**src/rtl/core/gcbs_pkg.sv**
```systemverilog
// Package for the group column bit swap block: item and result layouts,
// kind and state codes, fixed field widths. No dependencies.
package gcbs_pkg;

  // Fixed field widths of the stream items
  localparam int ROW_IN_W  = 10;
  localparam int COL_W     = 6;
  localparam int GID_W     = 32;
  localparam int GSIZE_W   = 5;
  localparam int BITS_W    = 64;
  localparam int CNT_W     = 5;
  localparam int RC_W      = 11;
  localparam int GRP_W     = GID_W + GSIZE_W;
  localparam int KIND_W    = 2;

  localparam logic [RC_W-1:0] ROW_COUNT_RESET = 11'd1024;

  // Item kinds carried on s_tuser; the fourth code is unused
  typedef enum logic [KIND_W-1:0] {
    KIND_LOAD   = 2'd0,
    KIND_UPDATE = 2'd1,
    KIND_READ   = 2'd2
  } kind_t;

  // Sequencer states
  typedef enum logic [2:0] {
    ST_IDLE,
    ST_EXEC,
    ST_RDATA,
    ST_HEAD,
    ST_SCAN,
    ST_DONE
  } state_t;

  // One input transaction, unpacked
  typedef struct packed {
    logic [KIND_W-1:0]   kind;
    logic [ROW_IN_W-1:0] target_row;
    logic [GID_W-1:0]    group_id;
    logic [GSIZE_W-1:0]  group_size;
    logic [BITS_W-1:0]   row_bits;
    logic [ROW_IN_W-1:0] clear_row;
    logic [COL_W-1:0]    clear_col;
    logic [ROW_IN_W-1:0] add_row;
    logic [COL_W-1:0]    add_col;
  } item_t;

  // One result transaction
  typedef struct packed {
    logic [BITS_W-1:0] read_bits;
    logic [CNT_W-1:0]  cleared_count;
    logic [CNT_W-1:0]  set_count;
    logic              bad_index;
  } result_t;

endpackage

```
**src/rtl/core/gcbs_ctrl.sv**
```systemverilog
// Sequencer for the group column bit swap block: decodes a transaction,
// runs the remove and add window scans as read-modify-write over the row bits RAM.
// Depends on gcbs_pkg.
module gcbs_ctrl #(
  parameter int ROWS = 1024,
  parameter int COLS = 64,
  parameter int MAX_GROUP = 16,
  localparam int RA_W = $clog2(ROWS)
) (
  input  logic                        clk,
  input  logic                        rst,
  // configuration
  input  logic                        cfg_we,
  input  logic [gcbs_pkg::RC_W-1:0]   cfg_wdata,
  // incoming item
  input  logic                        in_valid,
  output logic                        in_ready,
  input  gcbs_pkg::item_t             item_in,
  // result hand-off to the output register
  input  logic                        out_free,
  output logic                        res_valid,
  output gcbs_pkg::result_t           res,
  // row bits memory
  output logic                        bits_we,
  output logic [RA_W-1:0]             bits_waddr,
  output logic [COLS-1:0]             bits_wdata,
  output logic                        bits_re,
  output logic [RA_W-1:0]             bits_raddr,
  input  logic [COLS-1:0]             bits_rdata,
  // group id / size memory
  output logic                        grp_we,
  output logic [RA_W-1:0]             grp_waddr,
  output logic [gcbs_pkg::GRP_W-1:0]  grp_wdata,
  output logic                        grp_re,
  output logic [RA_W-1:0]             grp_raddr,
  input  logic [gcbs_pkg::GRP_W-1:0]  grp_rdata
);

  import gcbs_pkg::*;

  localparam int N_W = $clog2(ROWS + 1);
  // window arithmetic: room for row + size - 1
  localparam int WW  = ((RA_W > 6) ? RA_W : 6) + 1;

  // registers
  state_t             state, state_next;
  logic [RC_W-1:0]    row_count;
  item_t              item, item_next;
  logic               pass, pass_next;
  logic [GID_W-1:0]   grp_id, grp_id_next;
  logic [CNT_W-1:0]   grp_s, grp_s_next;
  logic [WW-1:0]      hi, hi_next;
  logic [WW-1:0]      j, j_next;
  logic [CNT_W-1:0]   cnt, cnt_next;
  logic               rd_pend, rd_pend_next;
  logic [RA_W-1:0]    rd_row, rd_row_next;
  logic               stop, stop_next;
  result_t            res_next;

  // combinational helpers
  logic [N_W-1:0]     n_use;
  logic [WW-1:0]      n_w;
  logic               trow_bad;
  logic               upd_bad;
  logic [ROW_IN_W-1:0] pass_row;
  logic [COL_W-1:0]   pass_col;
  logic [ROW_IN_W-1:0] next_head_row;
  logic [CNT_W-1:0]   s_raw;
  logic [CNT_W-1:0]   s_sat;
  logic [WW-1:0]      r_w;
  logic [WW-1:0]      s_w;
  logic [WW-1:0]      lo_calc;
  logic [WW-1:0]      hi_full;
  logic [WW-1:0]      hi_calc;
  logic [COLS-1:0]    col_bit;
  logic               match;
  logic [CNT_W-1:0]   cnt_inc;
  logic               stop_hit;
  logic               issue;
  logic [CNT_W-1:0]   pass_count;

  // effective row count and index checks
  assign n_use    = (32'(row_count) < ROWS) ? N_W'(row_count) : N_W'(ROWS);
  assign n_w      = WW'(n_use);
  assign trow_bad = 32'(item.target_row) >= 32'(n_use);
  assign upd_bad  = (32'(item.clear_row) >= 32'(n_use)) ||
                    (32'(item.add_row) >= 32'(n_use)) ||
                    (32'(item.clear_col) >= COLS) ||
                    (32'(item.add_col) >= COLS);

  // per-pass operands
  assign pass_row      = pass ? item.add_row : item.clear_row;
  assign pass_col      = pass ? item.add_col : item.clear_col;
  assign next_head_row = item.add_row;
  assign col_bit       = COLS'(1) << pass_col;

  // window from the head row's stored size, saturated
  assign s_raw   = grp_rdata[GRP_W-1:GID_W];
  assign s_sat   = (32'(s_raw) > MAX_GROUP) ? CNT_W'(MAX_GROUP) : s_raw;
  assign r_w     = WW'(pass_row);
  assign s_w     = WW'(s_sat);
  assign lo_calc = (r_w >= s_w - WW'(1)) ? r_w - (s_w - WW'(1)) : '0;
  assign hi_full = r_w + s_w - WW'(1);
  assign hi_calc = (hi_full > n_w - WW'(1)) ? n_w - WW'(1) : hi_full;

  // scan step: match on the row read last cycle
  assign match      = rd_pend && !stop && (grp_rdata[GID_W-1:0] == grp_id);
  assign cnt_inc    = cnt + CNT_W'(1);
  assign stop_hit   = stop || (match && (cnt_inc == grp_s));
  assign issue      = (j <= hi) && !stop_hit;
  assign pass_count = match ? cnt_inc : cnt;

  // state and payload registers
  always_ff @(posedge clk) begin
    if (rst) begin
      state     <= ST_IDLE;
      row_count <= ROW_COUNT_RESET;
      rd_pend   <= 1'b0;
      stop      <= 1'b0;
      pass      <= 1'b0;
    end else begin
      state   <= state_next;
      rd_pend <= rd_pend_next;
      stop    <= stop_next;
      pass    <= pass_next;
      if (cfg_we) begin
        row_count <= cfg_wdata;
      end
    end
  end

  always_ff @(posedge clk) begin
    item   <= item_next;
    grp_id <= grp_id_next;
    grp_s  <= grp_s_next;
    hi     <= hi_next;
    j      <= j_next;
    cnt    <= cnt_next;
    rd_row <= rd_row_next;
    res    <= res_next;
  end

  // next state, memory requests, result
  always_comb begin
    state_next   = state;
    item_next    = item;
    pass_next    = pass;
    grp_id_next  = grp_id;
    grp_s_next   = grp_s;
    hi_next      = hi;
    j_next       = j;
    cnt_next     = cnt;
    rd_pend_next = rd_pend;
    rd_row_next  = rd_row;
    stop_next    = stop;
    res_next     = res;
    in_ready     = 1'b0;
    res_valid    = 1'b0;
    bits_we      = 1'b0;
    bits_waddr   = '0;
    bits_wdata   = '0;
    bits_re      = 1'b0;
    bits_raddr   = '0;
    grp_we       = 1'b0;
    grp_waddr    = '0;
    grp_wdata    = '0;
    grp_re       = 1'b0;
    grp_raddr    = '0;

    unique case (state)
      ST_IDLE: begin
        in_ready = 1'b1;
        if (in_valid) begin
          item_next  = item_in;
          state_next = ST_EXEC;
        end
      end

      // decode and launch
      ST_EXEC: begin
        res_next   = '0;
        state_next = ST_DONE;
        unique case (item.kind)
          KIND_LOAD: begin
            if (trow_bad) begin
              res_next.bad_index = 1'b1;
            end else begin
              bits_we    = 1'b1;
              bits_waddr = RA_W'(item.target_row);
              bits_wdata = item.row_bits[COLS-1:0];
              grp_we     = 1'b1;
              grp_waddr  = RA_W'(item.target_row);
              grp_wdata  = {item.group_size, item.group_id};
            end
          end
          KIND_READ: begin
            if (trow_bad) begin
              res_next.bad_index = 1'b1;
            end else begin
              bits_re    = 1'b1;
              bits_raddr = RA_W'(item.target_row);
              state_next = ST_RDATA;
            end
          end
          KIND_UPDATE: begin
            if (upd_bad) begin
              res_next.bad_index = 1'b1;
            end else begin
              pass_next  = 1'b0;
              grp_re     = 1'b1;
              grp_raddr  = RA_W'(item.clear_row);
              state_next = ST_HEAD;
            end
          end
          default: begin
            state_next = ST_DONE;
          end
        endcase
      end

      ST_RDATA: begin
        res_next.read_bits = BITS_W'(bits_rdata);
        state_next         = ST_DONE;
      end

      // head row data is in: set up the window
      ST_HEAD: begin
        if (s_sat == '0) begin
          if (!pass) begin
            res_next.cleared_count = '0;
            pass_next  = 1'b1;
            grp_re     = 1'b1;
            grp_raddr  = RA_W'(next_head_row);
            state_next = ST_HEAD;
          end else begin
            res_next.set_count = '0;
            state_next = ST_DONE;
          end
        end else begin
          grp_id_next  = grp_rdata[GID_W-1:0];
          grp_s_next   = s_sat;
          j_next       = lo_calc;
          hi_next      = hi_calc;
          cnt_next     = '0;
          rd_pend_next = 1'b0;
          stop_next    = 1'b0;
          state_next   = ST_SCAN;
        end
      end

      // one row per cycle: write back last row, read the next
      ST_SCAN: begin
        if (match) begin
          bits_we    = 1'b1;
          bits_waddr = rd_row;
          bits_wdata = pass ? (bits_rdata | col_bit) : (bits_rdata & ~col_bit);
          cnt_next   = cnt_inc;
        end
        stop_next = stop_hit;
        if (issue) begin
          bits_re      = 1'b1;
          bits_raddr   = j[RA_W-1:0];
          grp_re       = 1'b1;
          grp_raddr    = j[RA_W-1:0];
          rd_row_next  = j[RA_W-1:0];
          j_next       = j + WW'(1);
          rd_pend_next = 1'b1;
        end else begin
          rd_pend_next = 1'b0;
          if (!pass) begin
            res_next.cleared_count = pass_count;
            pass_next  = 1'b1;
            grp_re     = 1'b1;
            grp_raddr  = RA_W'(next_head_row);
            state_next = ST_HEAD;
          end else begin
            res_next.set_count = pass_count;
            state_next = ST_DONE;
          end
        end
      end

      ST_DONE: begin
        if (out_free) begin
          res_valid  = 1'b1;
          state_next = ST_IDLE;
        end
      end

      default: begin
        state_next = ST_IDLE;
      end
    endcase
  end

endmodule

```
**config.mk**
```make
export PLATFORM = sky130hd
export DESIGN_NAME = gcbs_ctrl
export DESIGN_NICKNAME = d
export VERILOG_FILES = /design/src/rtl/core/gcbs_pkg.sv /design/src/rtl/core/gcbs_ctrl.sv
export SDC_FILE = /design/constraint.sdc
export NUM_CORES = 1
export LEC_CHECK = 0
export BUFFER_PORTS_ARGS = -buffer_cell sky130_fd_sc_hd__buf_2
export CORE_AREA = 3 3 190 192
export DETAILED_ROUTE_END_ITERATION = 16
export DIE_AREA = 0 0 193 195
export GPL_TIMING_DRIVEN = 0
export PLACE_DENSITY = 0.82
export SETUP_SLACK_MARGIN = 0.05
export SYNTH_ARGS = -nofsm -noshare
export SYNTH_HDL_FRONTEND = slang
export SYNTH_SLANG_ARGS = --single-unit
```
**constraint.sdc**
```tcl
create_clock -name clk -period 5.3 [get_ports clk]
set_clock_uncertainty 0.1 [all_clocks]
set_input_delay 0.53 -clock clk [delete_from_list [all_inputs] [get_ports clk]]
set_output_delay 0.53 -clock clk [all_outputs]
set_load 0.02 [all_outputs]
```
* Word-level counts from Yosys, hierarchy flattened
Cells that the tools add are included.
W data, S select, Z words.
** Word-level totals
- Register bits :: 311
- Input port bits :: 262
** Operators by class
- Add/sub/neg operators :: 7
- Shift operators :: 1
- Eq/ne operators :: 21
- Magnitude comparators :: 8
- Bitwise logic cells :: 4
- Reductions and logical operators :: 24
- Muxes and demuxes :: 79
** Operators by type and width (number)
- $mux W64 :: 4
- $pmux W64 S2 :: 2
- $mux W10 :: 14
- $mux W37 :: 3
- $and A64 B64 Y64 :: 1
- $not A64 Y64 :: 1
- $or A64 B64 Y64 :: 1
- $shl A1 B6 Y64 const A :: 1
- $pmux W10 S3 :: 2
- $mux W11 :: 5
- $ge A10 B11 Y1 :: 4
- $pmux W10 S2 :: 2
- $mux W5 :: 7
- $eq A32 B32 Y1 :: 1
- $ne A2 B2 Y1 const B :: 11
- $pmux W11 S2 :: 1
- $sub A11 B1 Y11 const B :: 2
- $mux W1 :: 21
- $mux W3 :: 7
- $pmux W3 S6 :: 1
- $reduce_and A5 Y1 :: 3
- $add A10 B5 Y11 :: 1
- $add A11 B1 Y11 const B :: 1
- $gt A11 B11 Y1 :: 1
- other kinds (30) :: 47

* Logic depth before layout (Yosys ltp)
Gate-level depths: netlist (run 1).
- Word-level depth :: 9
- Gate-level depth with buffers :: 25

* Worst setup path before layout (run 1)
Ideal clock, no wire load.
- Path type :: register to register
- From :: reg pass
- To :: reg hi[0] (data pin)
- Setup time :: 279 ps
- Arrival time :: 4931 ps
- Cell stages (with the launch flop) :: 24
- Setup slack :: -10 ps
- Cells stage by stage :: dfxtp_1 buf_1 buf_1 clkbuf_1 mux2i_1 ha_1 inv_1 ha_1 inv_1 fa_1 nor2b_1 o21ai_0 nand2b_1 a31oi_1 a21oi_1 xnor2_1 inv_1 ha_1 nand4_1 o21a_1 a31oi_1 o31a_1 clkbuf_1 mux2i_1
** Between the ends
- Cells in the longest elaborated chain, start to end :: 5
** RTL lines
- start, declared :: RTL line gcbs_ctrl.sv:49 : logic pass, pass_next;
- start signal, assigned :: RTL line gcbs_ctrl.sv:125 : pass <= pass_next;
- $mux W10 (*) :: RTL line gcbs_ctrl.sv:92 : assign pass_row = pass ? item.add_row : item.clear_row;
- $add A10 B5 Y11 (*) :: RTL line gcbs_ctrl.sv:103 : assign hi_full = r_w + s_w - WW'(1);
- $sub A11 B1 Y11 (*) :: RTL line gcbs_ctrl.sv:103
- $gt A11 B11 Y1 :: RTL line gcbs_ctrl.sv:104 : assign hi_calc = (hi_full > n_w - WW'(1)) ? n_w - WW'(1) : hi_full;
- $mux W11 (*) :: RTL line gcbs_ctrl.sv:104
- via hi_calc[0] :: RTL line gcbs_ctrl.sv:74 : logic [WW-1:0] hi_calc;
- end signal, assigned :: RTL line gcbs_ctrl.sv:136 : hi <= hi_next;
- end, declared :: RTL line gcbs_ctrl.sv:52 : logic [WW-1:0] hi, hi_next;
The timed path passes the listed nets; every way through them passes the cells marked *.
A chain may end at the register's enable or synchronous reset.

* Worst setup path after layout (run 1)
- From :: reg row_count[10]
- To :: out grp_raddr[8]
** Between the ends
- Cells in the longest elaborated chain, start to end :: 7
- Elaborated cells between the ends (all ways) :: 8
- Classes of those cells :: order compare: 3; mux: 4; reduce/logical: 1
** RTL lines
- start, declared :: RTL line gcbs_ctrl.sv:47 : logic [RC_W-1:0] row_count;
- start signal, assigned :: RTL line gcbs_ctrl.sv:127 : row_count <= cfg_wdata;
- $lt A11 B11 Y1 :: RTL line gcbs_ctrl.sv:83 : assign n_use = (32'(row_count) < ROWS) ? N_W'(row_count) : N_W'(ROWS);
- $mux W11 (*) :: RTL line gcbs_ctrl.sv:83
- $ge A10 B11 Y1 (on tied branches) :: RTL line gcbs_ctrl.sv:86, gcbs_ctrl.sv:87
- $logic_or A1 B1 Y1 (*) :: RTL line gcbs_ctrl.sv:86 : assign upd_bad = (32'(item.clear_row) >= 32'(n_use)) ||
- $mux W10 (*) :: RTL line gcbs_ctrl.sv:206 : if (upd_bad) begin
- $mux W10 (*) :: RTL line gcbs_ctrl.sv:183 : unique case (item.kind)
- $pmux W10 S3 (*) :: RTL line gcbs_ctrl.sv:170 : unique case (state)
- end, declared :: RTL line gcbs_ctrl.sv:35 : output logic [RA_W-1:0] grp_raddr,
Every way passes the cells marked *; elsewhere a longest branch is shown, timed or not.

==> results of run 1 <==
==> layout make-up <==
type                            instances  area [um^2]
Fill cell                            2738        14000
Sequential cell                       311         9170
Multi-Input combinational cell        906         6550
Timing Repair Buffer                  489         2530
Clock buffer                           45          986
Tap cell                              455          569
Buffer                                 56          275
Inverter                               66          248
Clock inverter                         20          214
Antenna cell                           11         27.5
==> metal layers <==
metal / global-route usage / vias up
met5: 0 / -
met4: 0.135 / 2
met3: 0.0675 / 149
met2: 0.472 / 855
met1: 0.352 / 6478
li1: - / 6044
==> what timing repair did <==
item | CTS | global route
resized for setup | 19 | 13
buffers inserted | 0 | 1
endpoints found under the hold margin | 0 | 0
setup endpoints to repair | 109 | 80
==> report_power, final <==
part / switching, mW / total, mW / internal, mW / leakage [nW]
clock network: 1.02 / 2.54 / 1.52 / 0.586
registers: 0.324 / 3.91 / 3.59 / 2.91
logic: 2.50 / 3.84 / 1.34 / 5.34
==> logic make-up after synthesis <==
group | share of synthesized area
adder cells (fa/ha/maj) | 0.0675
XOR/XNOR | 0.0406
buffers and inverters | 0.0296
AO/OA/AOI/OAI | 0.122
AND/OR/NAND/NOR | 0.132
flip-flops | 0.567
multiplexers | 0.0411
==> worst max-delay path: stages, from the launching register on <==
cell and delay (ns):
dfxtp_1 0.40, inv_1 0.11, clkbuf_2 0.24, nand2_1 0.21
ha_1 0.23, a21o_1 0.15, a2111oi_1 0.68, o2bb2ai_1 0.29
nor3_1 0.59, clkbuf_1 0.52, a221o_1 0.29, buf_2 0.18
==> registers in the layout, summed over array words and instances, names as in the netlist <==
signal and count:
item 135, res 75, grp_id 32, hi 11
j 11, row_count 11, next_head_row 10, rd_row 10
cnt 5, grp_s 5, state 3, pass 1
rd_pend 1, stop 1
==> layout by cell type, fill, tap and decap left out, types with 8 or more instances in the layout <==
master	n
buf_2	493
edfxtp_1	294
and2_1	127
ha_1	84
o21ai_0	83
nor2_1	77
nand2_1	74
inv_1	65
mux2i_1	61
xnor2_1	46
a22o_1	46
clkbuf_1	41
clkbuf_16	37
o2bb2ai_1	33
xor2_1	29
nand3_1	21
a21oi_1	21
nand4_1	20
nor2b_1	19
a21o_1	17
dfxtp_1	16
nor3_1	15
nand2b_1	12
diode_2	11
o22ai_1	11
a221o_1	10
o21a_1	8
==> final timing paths <==
path                               from              endpoint  slack, ns  depth (start not counted)
min reg2reg        rd_pend$_SDFFE_PP0P_  rd_pend$_SDFFE_PP0P_       0.41                          2
max          row_count[10]$_SDFFE_PP1P_          grp_raddr[8]       0.25                         11
max reg2reg           pass$_SDFFE_PP0P_       hi[0]$_DFFE_PP_       0.31                         23
min                        item_in[132]   item[132]$_DFFE_PP_       0.07                          1
==> implementation parameters, run 1 <==
Parameter                              Value

Run status
  Status    finished with violations
  Violations in the final reports    max-capacitance violations

STA
  Final-report hold violation count    0
  Post-route minimum period    5.05 ns
  Post-route worst setup slack    0.246 ns
  Setup TNS    0 ns
  Final worst hold slack    0.0745 ns
  Pins Over Slew Limit    0
  RSZ-0062 raised after global routing    no
  Period Utilization, post-route    0.954
  Final setup vio count    0
  Tightest slew margin relative to the limit    0.0260
  Highest Clock Rate    ~0.20 GHz
  Worst Max-Slew Pin Slew    1.46 ns

Synthesis
  Seq/Total Area, Yosys    0.567
  Number of standard cells after synthesis    around 1.3k
  Synth unique cells    66
  Synth Register Bits    311
  Proportion of synthesized flip-flops having asynchronous set or reset    0
  Number of nets in the synthesized netlist    1688
  Number of warnings printed during yosys synthesis    0
  Post-synth design cell area    16200 um^2
  Top-area cell type share of the netlist area    0.546
  Cell types with the highest counts after synthesis    edfxtp_1, and2_1, ha_1, o21ai_0, nor2_1
  Library cell occupying the most area in the post-synthesis netlist    edfxtp_1
  Post-synth top flop    edfxtp_1
  Top area cells in the synthesized netlist    edfxtp_1, ha_1, and2_1, mux2i_1, o21ai_0
  Post-synthesis average cell area    12.1 um^2
  Count leader, synth    edfxtp_1
  Number of flops mapped to enable cells by yosys    approximately 290

Detailed routing
  Via-to-Cell Ratio    5.73
  First-pass iteration count of the detailed router    5
  Highest metal layer used by the detailed router    met5
  Post-Route WL    55.8 mm
  Wire length per cell after detailed routing    around 24 um
  Routed wire length on met3    about 5.7 mm
  Length of routed met2 wiring    26.9 mm
  Antenna violation net count after detailed routing    0
  Vias after detailed routing    between 10k and 15k
  DRC viols    0
  Total routed wire length on the met1 layer    20.8 mm
  Starting DRC count in detailed routing    1238

Die
  Die boundary width    193 um
  Site row count    68
  Number of top-level pins    just under 500
  Placeable Area    34500 um^2
  Initial cell density of the core    0.468
  Die height    195 um
  Full die area    37600 um^2

Setup path
  Worst EP required    around 4.7 ns
  Worst setup path category    flop to primary output
  Signal arrival time at the worst endpoint    ~4.4 ns
  Critical Path Sink Type    primary output
  Crit start category    flop
  Maximum net fanout on the critical path    10

Clock tree
  Total clock buffers created by CTS    36
  Root Buffer Master    clkbuf_16
  Cts-stage hold buffer count    0
  Maximum buffer depth of the clock tree    3
  Number of H-tree levels    2
  Insertion delay to the later sink of the worst-skew pair    0.53 ns
  Clock transition time at the flip-flop clock pins of the worst setup and hold paths    about 0.060 ns
  Sinks on Clock Net    311
  CTS tree    yes

Final layout
  Post-route design area    20600 um^2
  Area growth from synthesis to final layout    27.2%
  Net count, final    about 2.2k
  Non-Filler Instances    2359
  Fraction of final layout cells sized beyond drive strength 1    0.306
  Post-route core utilization    0.596

Power
  Final Power    10.3 mW
  Peak ir drop on the vdd network    428 uV
  Leakage    8.84 nW
  Cell area power density    500 nW/um^2

Global route
  Wire length of the first global-routing pass    around 81 mm
  Maximum number of pins on one net before global-route repair    76
  Remaining global-route overflow    0
  Number of global-route vias before repair    around 14k
  Initial antenna violation count    13
  GRT Overall Usage    0.285

Place
  Hpwl dp    43.0 mm
  Cell Count Post-Placement    2282
  DP Worst Slack    -1.46 ns
  Count of buffers inserted at the top-level ports    483
  GP Congestion    approximately 0.95
  Instance area after placement    slightly below 20000 um^2

Flow run
  Max capacitance violation total    1

Min path
  HP Class    input pin to flop
No activity file was read; power rests on OpenSTA's default activity.
==> inputs of run 2 (changes only) <==
--- a/config.mk
+++ b/config.mk
@@ -7,6 +7,7 @@
 export LEC_CHECK = 0
 export BUFFER_PORTS_ARGS = -buffer_cell sky130_fd_sc_hd__buf_2
 export CORE_AREA = 3 3 190 192
+export CTS_CLUSTER_DIAMETER = 30
 export DETAILED_ROUTE_END_ITERATION = 16
 export DIE_AREA = 0 0 193 195
 export GPL_TIMING_DRIVEN = 0
==> constraint.sdc (replaced) <==
create_clock -name clk -period 4.4 [get_ports clk]
set_clock_uncertainty 0.1 [all_clocks]
set_input_delay 0.44 -clock clk [delete_from_list [all_inputs] [get_ports clk]]
set_output_delay 0.44 -clock clk [all_outputs]
set_load 0.02 [all_outputs]
==> implementation parameters, run 2 (same netlist as run 1, synthesis figures left out) <==
Parameter                              Value

STA
  RSZ-0062 raised after global routing    yes
  Final worst hold slack    0.0347 ns (-0.0398 ns)
  Highest Clock Rate    0.226 GHz
  Final-report hold violation count    0 (unchanged)
  Period Utilization, post-route    1.01
  Post-route worst setup slack    -0.0259 ns (-0.271 ns)
  Final setup vio count    4 (+4)
  Tightest slew margin relative to the limit    0.152 (+0.126)
  Worst Max-Slew Pin Slew    1.27 ns (-0.192 ns)
  Post-route minimum period    4.43 ns
  Pins Over Slew Limit    0 (unchanged)

Detailed routing
  Via-to-Cell Ratio    5.89 (+2.7%)
  Wire length per cell after detailed routing    25.3 um (+6.8%)
  Vias after detailed routing    15.5k (+15%)
  Antenna violation net count after detailed routing    0 (unchanged)
  DRC viols    0 (unchanged)
  Starting DRC count in detailed routing    1404 (+13%)
  Post-Route WL    66.6 mm (+19%)
  First-pass iteration count of the detailed router    6 (+1)

Final layout
  Most common cell after layout, fill and taps aside    buf_2
  Net count, final    2459 (+11%)
  Max FFs per register    135 (unchanged)
  Largest registers    item (135), res (75), grp_id (32)
  Post-route design area    24300 um^2 (+18%)
  Fraction of final layout cells sized beyond drive strength 1    0.326 (+0.0194)
  Area growth from synthesis to final layout    50.0%
  Highest-count cells in the layout ignoring fill and taps    buf_2, edfxtp_1, dlygate4sd3_1, and2_1
  Most flop-heavy register    item

Place
  GP Congestion    0.955 (+0.89%)
  Count of buffers inserted at the top-level ports    483 (unchanged)
  Hpwl dp    42.4 mm (-1.5%)
  Instance area after placement    19300 um^2 (about the same)
  DP Worst Slack    -0.736 ns (+0.721 ns)

Clock tree
  Insertion delay to the later sink of the worst-skew pair    0.59 ns (+0.06 ns)
  Root Buffer Master    clkbuf_16
  Maximum buffer depth of the clock tree    3 (unchanged)
  Clock transition time at the flip-flop clock pins of the worst setup and hold paths    0.04 ns (-0.02 ns)
  Total clock buffers created by CTS    76 (+110%)
  Number of H-tree levels    3 (+1)
  CTS tree    yes
  Sinks on Clock Net    311 (unchanged)

Die
  Full die area    37600 um^2 (unchanged)
  Placeable Area    34500 um^2 (unchanged)
  Site row count    68 (unchanged)
  Die boundary width    193 um (unchanged)
  Die height    195 um (unchanged)
  Initial cell density of the core    0.468 (unchanged)
  Number of top-level pins    484 (unchanged)

Setup path
  Reg-to-reg slack, setup    -0.03 ns (-0.34 ns)
  Launching point of the worst reg2reg path    pass$_SDFFE_PP0P_
  Signal arrival time at the worst endpoint    4.74 ns (+0.32 ns)
  Critical Path Sink Type    flop
  Worst flop-to-flop path endpoint    hi[5]$_DFFE_PP_
  Maximum net fanout on the critical path    5 (-5)
  Number of cells on the worst reg-to-reg path    20 (-13%)
  Crit start category    flop
  Worst EP required    4.71 ns (+0.04 ns)
  Worst setup path category    flop to flop

Power
  Comb pwr share    0.333 (-0.040)
  Final Power    15.7 mW (+53%)
  Internal power consumption    10.1 mW (+57%)
  Leakage    10.5 nW (+18%)
  Sequential group share of total power    0.305 (-0.075)
  Switching Fraction    0.355 (-0.0180)
  Clock network fraction of design power    0.362 (+0.115)
  Net switching power    5.59 mW (+46%)
  Cell area power density    649 nW/um^2 (+30%)
  Peak ir drop on the vdd network    557 uV (+30%)

Flow run
  Max capacitance violation total    0 (-1)

Run status
  Status    finished with violations
  Violations in the final reports    negative setup slack

Global route
  Wire length of the first global-routing pass    96.8 mm (+19%)
  Initial antenna violation count    8 (-5)
  Number of global-route vias before repair    16.0k (+17%)
  GRT Overall Usage    0.344 (+0.0587)
  Remaining global-route overflow    0 (unchanged)
  Maximum number of pins on one net before global-route repair    67 (-12%)

Min path
  Hold Path Depth    3 (+2)
  Startpoint of the tightest hold check path    cfg_wdata[3]
  End point of the worst hold path    row_count[3]$_SDFFE_PP0P_
  HP Class    input pin to flop
run 2: how the worst max path moves through the flow:
stage | from | endpoint | slack (ns) | depth (start not counted)
2_1_floorplan | pass$_SDFFE_PP0P_ | hi[5]$_DFFE_PP_ | 0.08 | 25
3_3_place_gp | pass$_SDFFE_PP0P_ | hi[8]$_DFFE_PP_ | -0.57 | 25
3_5_place_dp | pass$_SDFFE_PP0P_ | hi[7]$_DFFE_PP_ | -0.74 | 25
4_1_cts | row_count[10]$_SDFFE_PP1P_ | bits_waddr[4] | 0.05 | 12
5_1_grt | pass$_SDFFE_PP0P_ | hi[6]$_DFFE_PP_ | -0.18 | 20
6_report | pass$_SDFFE_PP0P_ | hi[5]$_DFFE_PP_ | -0.03 | 20
run 2: timing repair:
| item | CTS | global route |
|---|---|---|
| gates resized for setup | 53 | 40 |
| hold buffers | 186 | 0 |
| buffers inserted | 16 | 6 |
| gates cloned | 1 | 0 |
| endpoints found under the setup margin | 167 | 151 |
| pin swaps | 10 | 15 |
| hold endpoints to repair | 186 | 0 |
run 2: power by group through the flow:
stage	clock [mW]	sequential [mW]	combinational [mW]
global route	5.87	4.85	5.57
floorplan	0	5.01	2.60
CTS	5.66	4.74	4.86
detailed placement	0	4.77	4.46
global placement	0	4.80	4.26
finish	5.71	4.80	5.24
run 2: worst max-delay path, cell delays in order (launching register included):
cell,delay (ns)
dfxtp_4,0.34
buf_12,0.13
clkbuf_16,0.15
buf_4,0.14
mux2_2,0.26
inv_1,0.05
ha_1,0.27
inv_1,0.06
ha_4,0.28
nand4_1,0.16
nand4_1,0.16
o311ai_2,0.14
o21ai_0,0.29
xnor2_1,0.17
ha_1,0.35
nand4_1,0.15
o21a_1,0.21
a31oi_2,0.16
o31a_1,0.25
clkbuf_8,0.19
mux2i_1,0.21
run 2: layout make-up:
cell class | count | area, um^2
Timing Repair Buffer | 696 | 4560
Sequential cell | 311 | 9170
Multi-Input combinational cell | 906 | 6780
Inverter | 66 | 248
Fill cell | 2207 | 10300
Tap cell | 455 | 569
Antenna cell | 5 | 12.5
Clock inverter | 47 | 563
Clock buffer | 93 | 2020
Buffer | 54 | 337
run 2: layer usage:
metal  vias up  wire [um]  global-route usage
li1       6570          -                   -
met1      7346      22900               0.388
met2      1258      31100               0.555
met3       325       8090               0.123
met4         6       4440               0.212
met5         -         45                   0
run 2: through the flow:
stage / cells / util / TNS, ns
floorplan: 1340 / - / 0
global placement: 2278 / 0.556 / -28.47
detailed placement: 2281 / 0.558 / -28.62
CTS: 2622 / 0.695 / 0
global route: 2632 / 0.702 / -1.51
finish: 2633 / 0.702 / -0.0540
==> inputs of run 3 (changes only) <==
--- a/config.mk
+++ b/config.mk
@@ -5,7 +5,7 @@
 export SDC_FILE = /design/constraint.sdc
 export NUM_CORES = 1
 export LEC_CHECK = 0
-export BUFFER_PORTS_ARGS = -buffer_cell sky130_fd_sc_hd__buf_2
+export BUFFER_PORTS_ARGS = -buffer_cell sky130_fd_sc_hd__buf_4
 export CORE_AREA = 3 3 190 192
 export CTS_CLUSTER_DIAMETER = 30
 export DETAILED_ROUTE_END_ITERATION = 16
==> implementation parameters, run 3 (same netlist as run 1, synthesis figures left out) <==
Parameter                              Value

Place
  Instance area after placement    20500 um^2 (+6.4%)
  GP Congestion    0.919 (-3.8%)
  Cell Count Post-Placement    2282 (+0.044%)
  Hpwl dp    43.5 mm (+2.6%)
  Count of buffers inserted at the top-level ports    483 (unchanged)

Die
  Die boundary width    193 um (unchanged)
  Initial cell density of the core    0.468 (unchanged)
  Site row count    68 (unchanged)
  Full die area    37600 um^2 (unchanged)
  Placeable Area    34500 um^2 (unchanged)
  Die height    195 um (unchanged)
  Number of top-level pins    484 (unchanged)

Clock tree
  Total clock buffers created by CTS    78 (+2.6%)
  Sinks on Clock Net    311 (unchanged)
  Root Buffer Master    clkbuf_16
  Number of H-tree levels    3 (unchanged)
  Maximum buffer depth of the clock tree    3 (unchanged)
  Clock transition time at the flip-flop clock pins of the worst setup and hold paths    0.05 ns (about the same)
  Insertion delay to the later sink of the worst-skew pair    0.59 ns (about the same)
  CTS tree    yes

Final layout
  Max FFs per register    135 (unchanged)
  Most flop-heavy register    item
  Post-route core utilization    0.737 (+0.0345)
  Highest-count cells in the layout ignoring fill and taps    buf_4, edfxtp_1, dlygate4sd3_1, and2_1
  Total area of multi-input combinational cells    6770 um^2 (-0.20%)
  Post-route design area    25500 um^2 (+4.9%)
  Sequential cell area    9170 um^2 (unchanged)
  Net count, final    2464 (+0.20%)
  FILL cells    2053 (-7.0%)
  Largest registers    item (135), res (75), grp_id (32)
  Fraction of final layout cells sized beyond drive strength 1    0.329 (+0.00354)
  Most common cell after layout, fill and taps aside    buf_4
  Non-Filler Instances    2640 (+0.27%)
  Area growth from synthesis to final layout    57.4%

Min path
  HP Class    input pin to flop
  Hold Path Depth    2 (-1)
  Startpoint of the tightest hold check path    bits_rdata[41]

Setup path
  Critical Path Sink Type    flop
  Maximum net fanout on the critical path    5 (unchanged)
  Number of cells on the worst reg-to-reg path    22 (+10%)
  Signal arrival time at the worst endpoint    4.78 ns (+0.04 ns)
  Worst EP required    4.71 ns (about the same)
  Worst setup path category    flop to flop
  Critical Path Max Stage Delay    0.34 ns (about the same)
  Crit start category    flop
  Critical Path Source    pass$_SDFFE_PP0P_
  Cell with the largest stage delay on the worst path    dfxtp_4
  Cell-by-cell trace of the critical path    buf_12 > clkbuf_16 > mux2i_4 > ha_1 > inv_1 > ha_2 > inv_2 > fa_2 > nor2b_2 > o21ai_1 > nand2b_1 > a31oi_4 > a21oi_2 > xnor2_2 > inv_1 > ha_1 > nand4_1 > o21a_1 > a31oi_2 > o31a_1 > buf_8 > mux2i_1
  Launching point of the worst reg2reg path    pass$_SDFFE_PP0P_

Detailed routing
  Starting DRC count in detailed routing    1481 (+5.5%)
  Post-Route WL    66.9 mm (+0.44%)
  DRC viols    0 (unchanged)
  First-pass iteration count of the detailed router    5 (-1)
  Antenna violation net count after detailed routing    0 (unchanged)
  Via-to-Cell Ratio    5.85 (-0.66%)
  Wire length per cell after detailed routing    25.3 um (+0.17%)
  Vias after detailed routing    15.4k (-0.40%)

STA
  Post-route worst setup slack    -0.0636 ns (-0.0377 ns)
  Final-report hold violation count    0 (unchanged)
  Final worst hold slack    0.0443 ns (+0.00955 ns)
  Period Utilization, post-route    1.01 (+0.00856)
  Final setup vio count    10 (+6)
  Tightest slew margin relative to the limit    0.119 (-0.0328)
  RSZ-0062 raised after global routing    yes
  Pins Over Slew Limit    0 (unchanged)
  Worst Max-Slew Pin Slew    1.30 ns (+0.0381 ns)
  Setup TNS    -0.419 ns (-0.365 ns)
  Highest Clock Rate    0.224 GHz (-0.84%)
  Post-route minimum period    4.46 ns (+0.0377 ns)

Run status
  Violations in the final reports    negative setup slack
  Status    finished with violations

Global route
  Initial antenna violation count    6 (-2)
  Wire length of the first global-routing pass    97.6 mm (+0.92%)
  Maximum number of pins on one net before global-route repair    66 (-1.5%)
  Number of global-route vias before repair    16.2k (+0.97%)
  GRT Overall Usage    0.346 (+0.00241)
  Remaining global-route overflow    0 (unchanged)

Power
  Cell area power density    624 nW/um^2 (-3.9%)
  Peak ir drop on the vdd network    516 uV (-7.4%)
  Leakage    10.8 nW (+2.9%)

Flow run
  Max capacitance violation total    0 (unchanged)
-- run 3: stage by stage --
step / worst slack, ns / total power, mW
3_3_place_gp: -0.659 / 9.41
3_5_place_dp: -0.750 / 9.60
6_report: -0.0636 / 15.9
5_1_grt: -0.193 / 16.5
4_1_cts: 0.0386 / 15.5
2_1_floorplan: 0.0817 / 7.61
-- run 3: routing by layer --
layer	track usage	vias to the layer above	wire, um
li1	-	6587	-
met4	0.190	0	4110
met5	0	-	0
met3	0.101	286	7290
met2	0.581	1192	32500
met1	0.397	7378	23000
-- run 3: report_power, final --
group / internal, mW / leakage (nW) / total, mW / switching, mW
sequential: 4.34 / 2.91 / 4.79 / 0.453
clock: 3.56 / 1.23 / 5.50 / 1.94
combinational: 2.27 / 6.61 / 5.59 / 3.31
-- run 3: final timing paths --
check | to | slack [ns]
worst min register to register | row_count[7]$_SDFFE_PP0P_ | 0.46
worst max-delay path | hi[7]$_DFFE_PP_ | -0.06
worst min-delay path | res[52]$_SDFFCE_PN0P_ | 0.04
worst max register to register | hi[7]$_DFFE_PP_ | -0.06
-- run 3: layout make-up --
type,count,area share
flip-flops and latches,311,0.360
plain buffers,55,0.0134
inverters,66,0.00973
clock inverters,51,0.0207
well taps,455,0.0224
diodes,5,0.000492
multi-input cells,906,0.266
repair buffers,698,0.228
clock buffers,93,0.0793
-- run 3: timing repair --
action                                  CTS  global route
endpoints found under the hold margin   187             0
hold buffers                            189             0
gates cloned                              1             0
gates resized for setup                  53            41
pin swaps                                11            14
endpoints found under the setup margin  167           150
setup buffers                            12             9
-- run 3: worst max-delay path, delay by kind of cell, from the launching register on --
| kind | cells | cell delay (ns) |
|---|---|---|
| compound gates | 6 | 1.11 |
| xor+xnor | 1 | 0.16 |
| fa+ha+maj | 4 | 1.12 |
| buf+inv | 6 | 0.65 |
| flops | 1 | 0.34 |
| mux | 2 | 0.42 |
| simple gates | 3 | 0.40 |
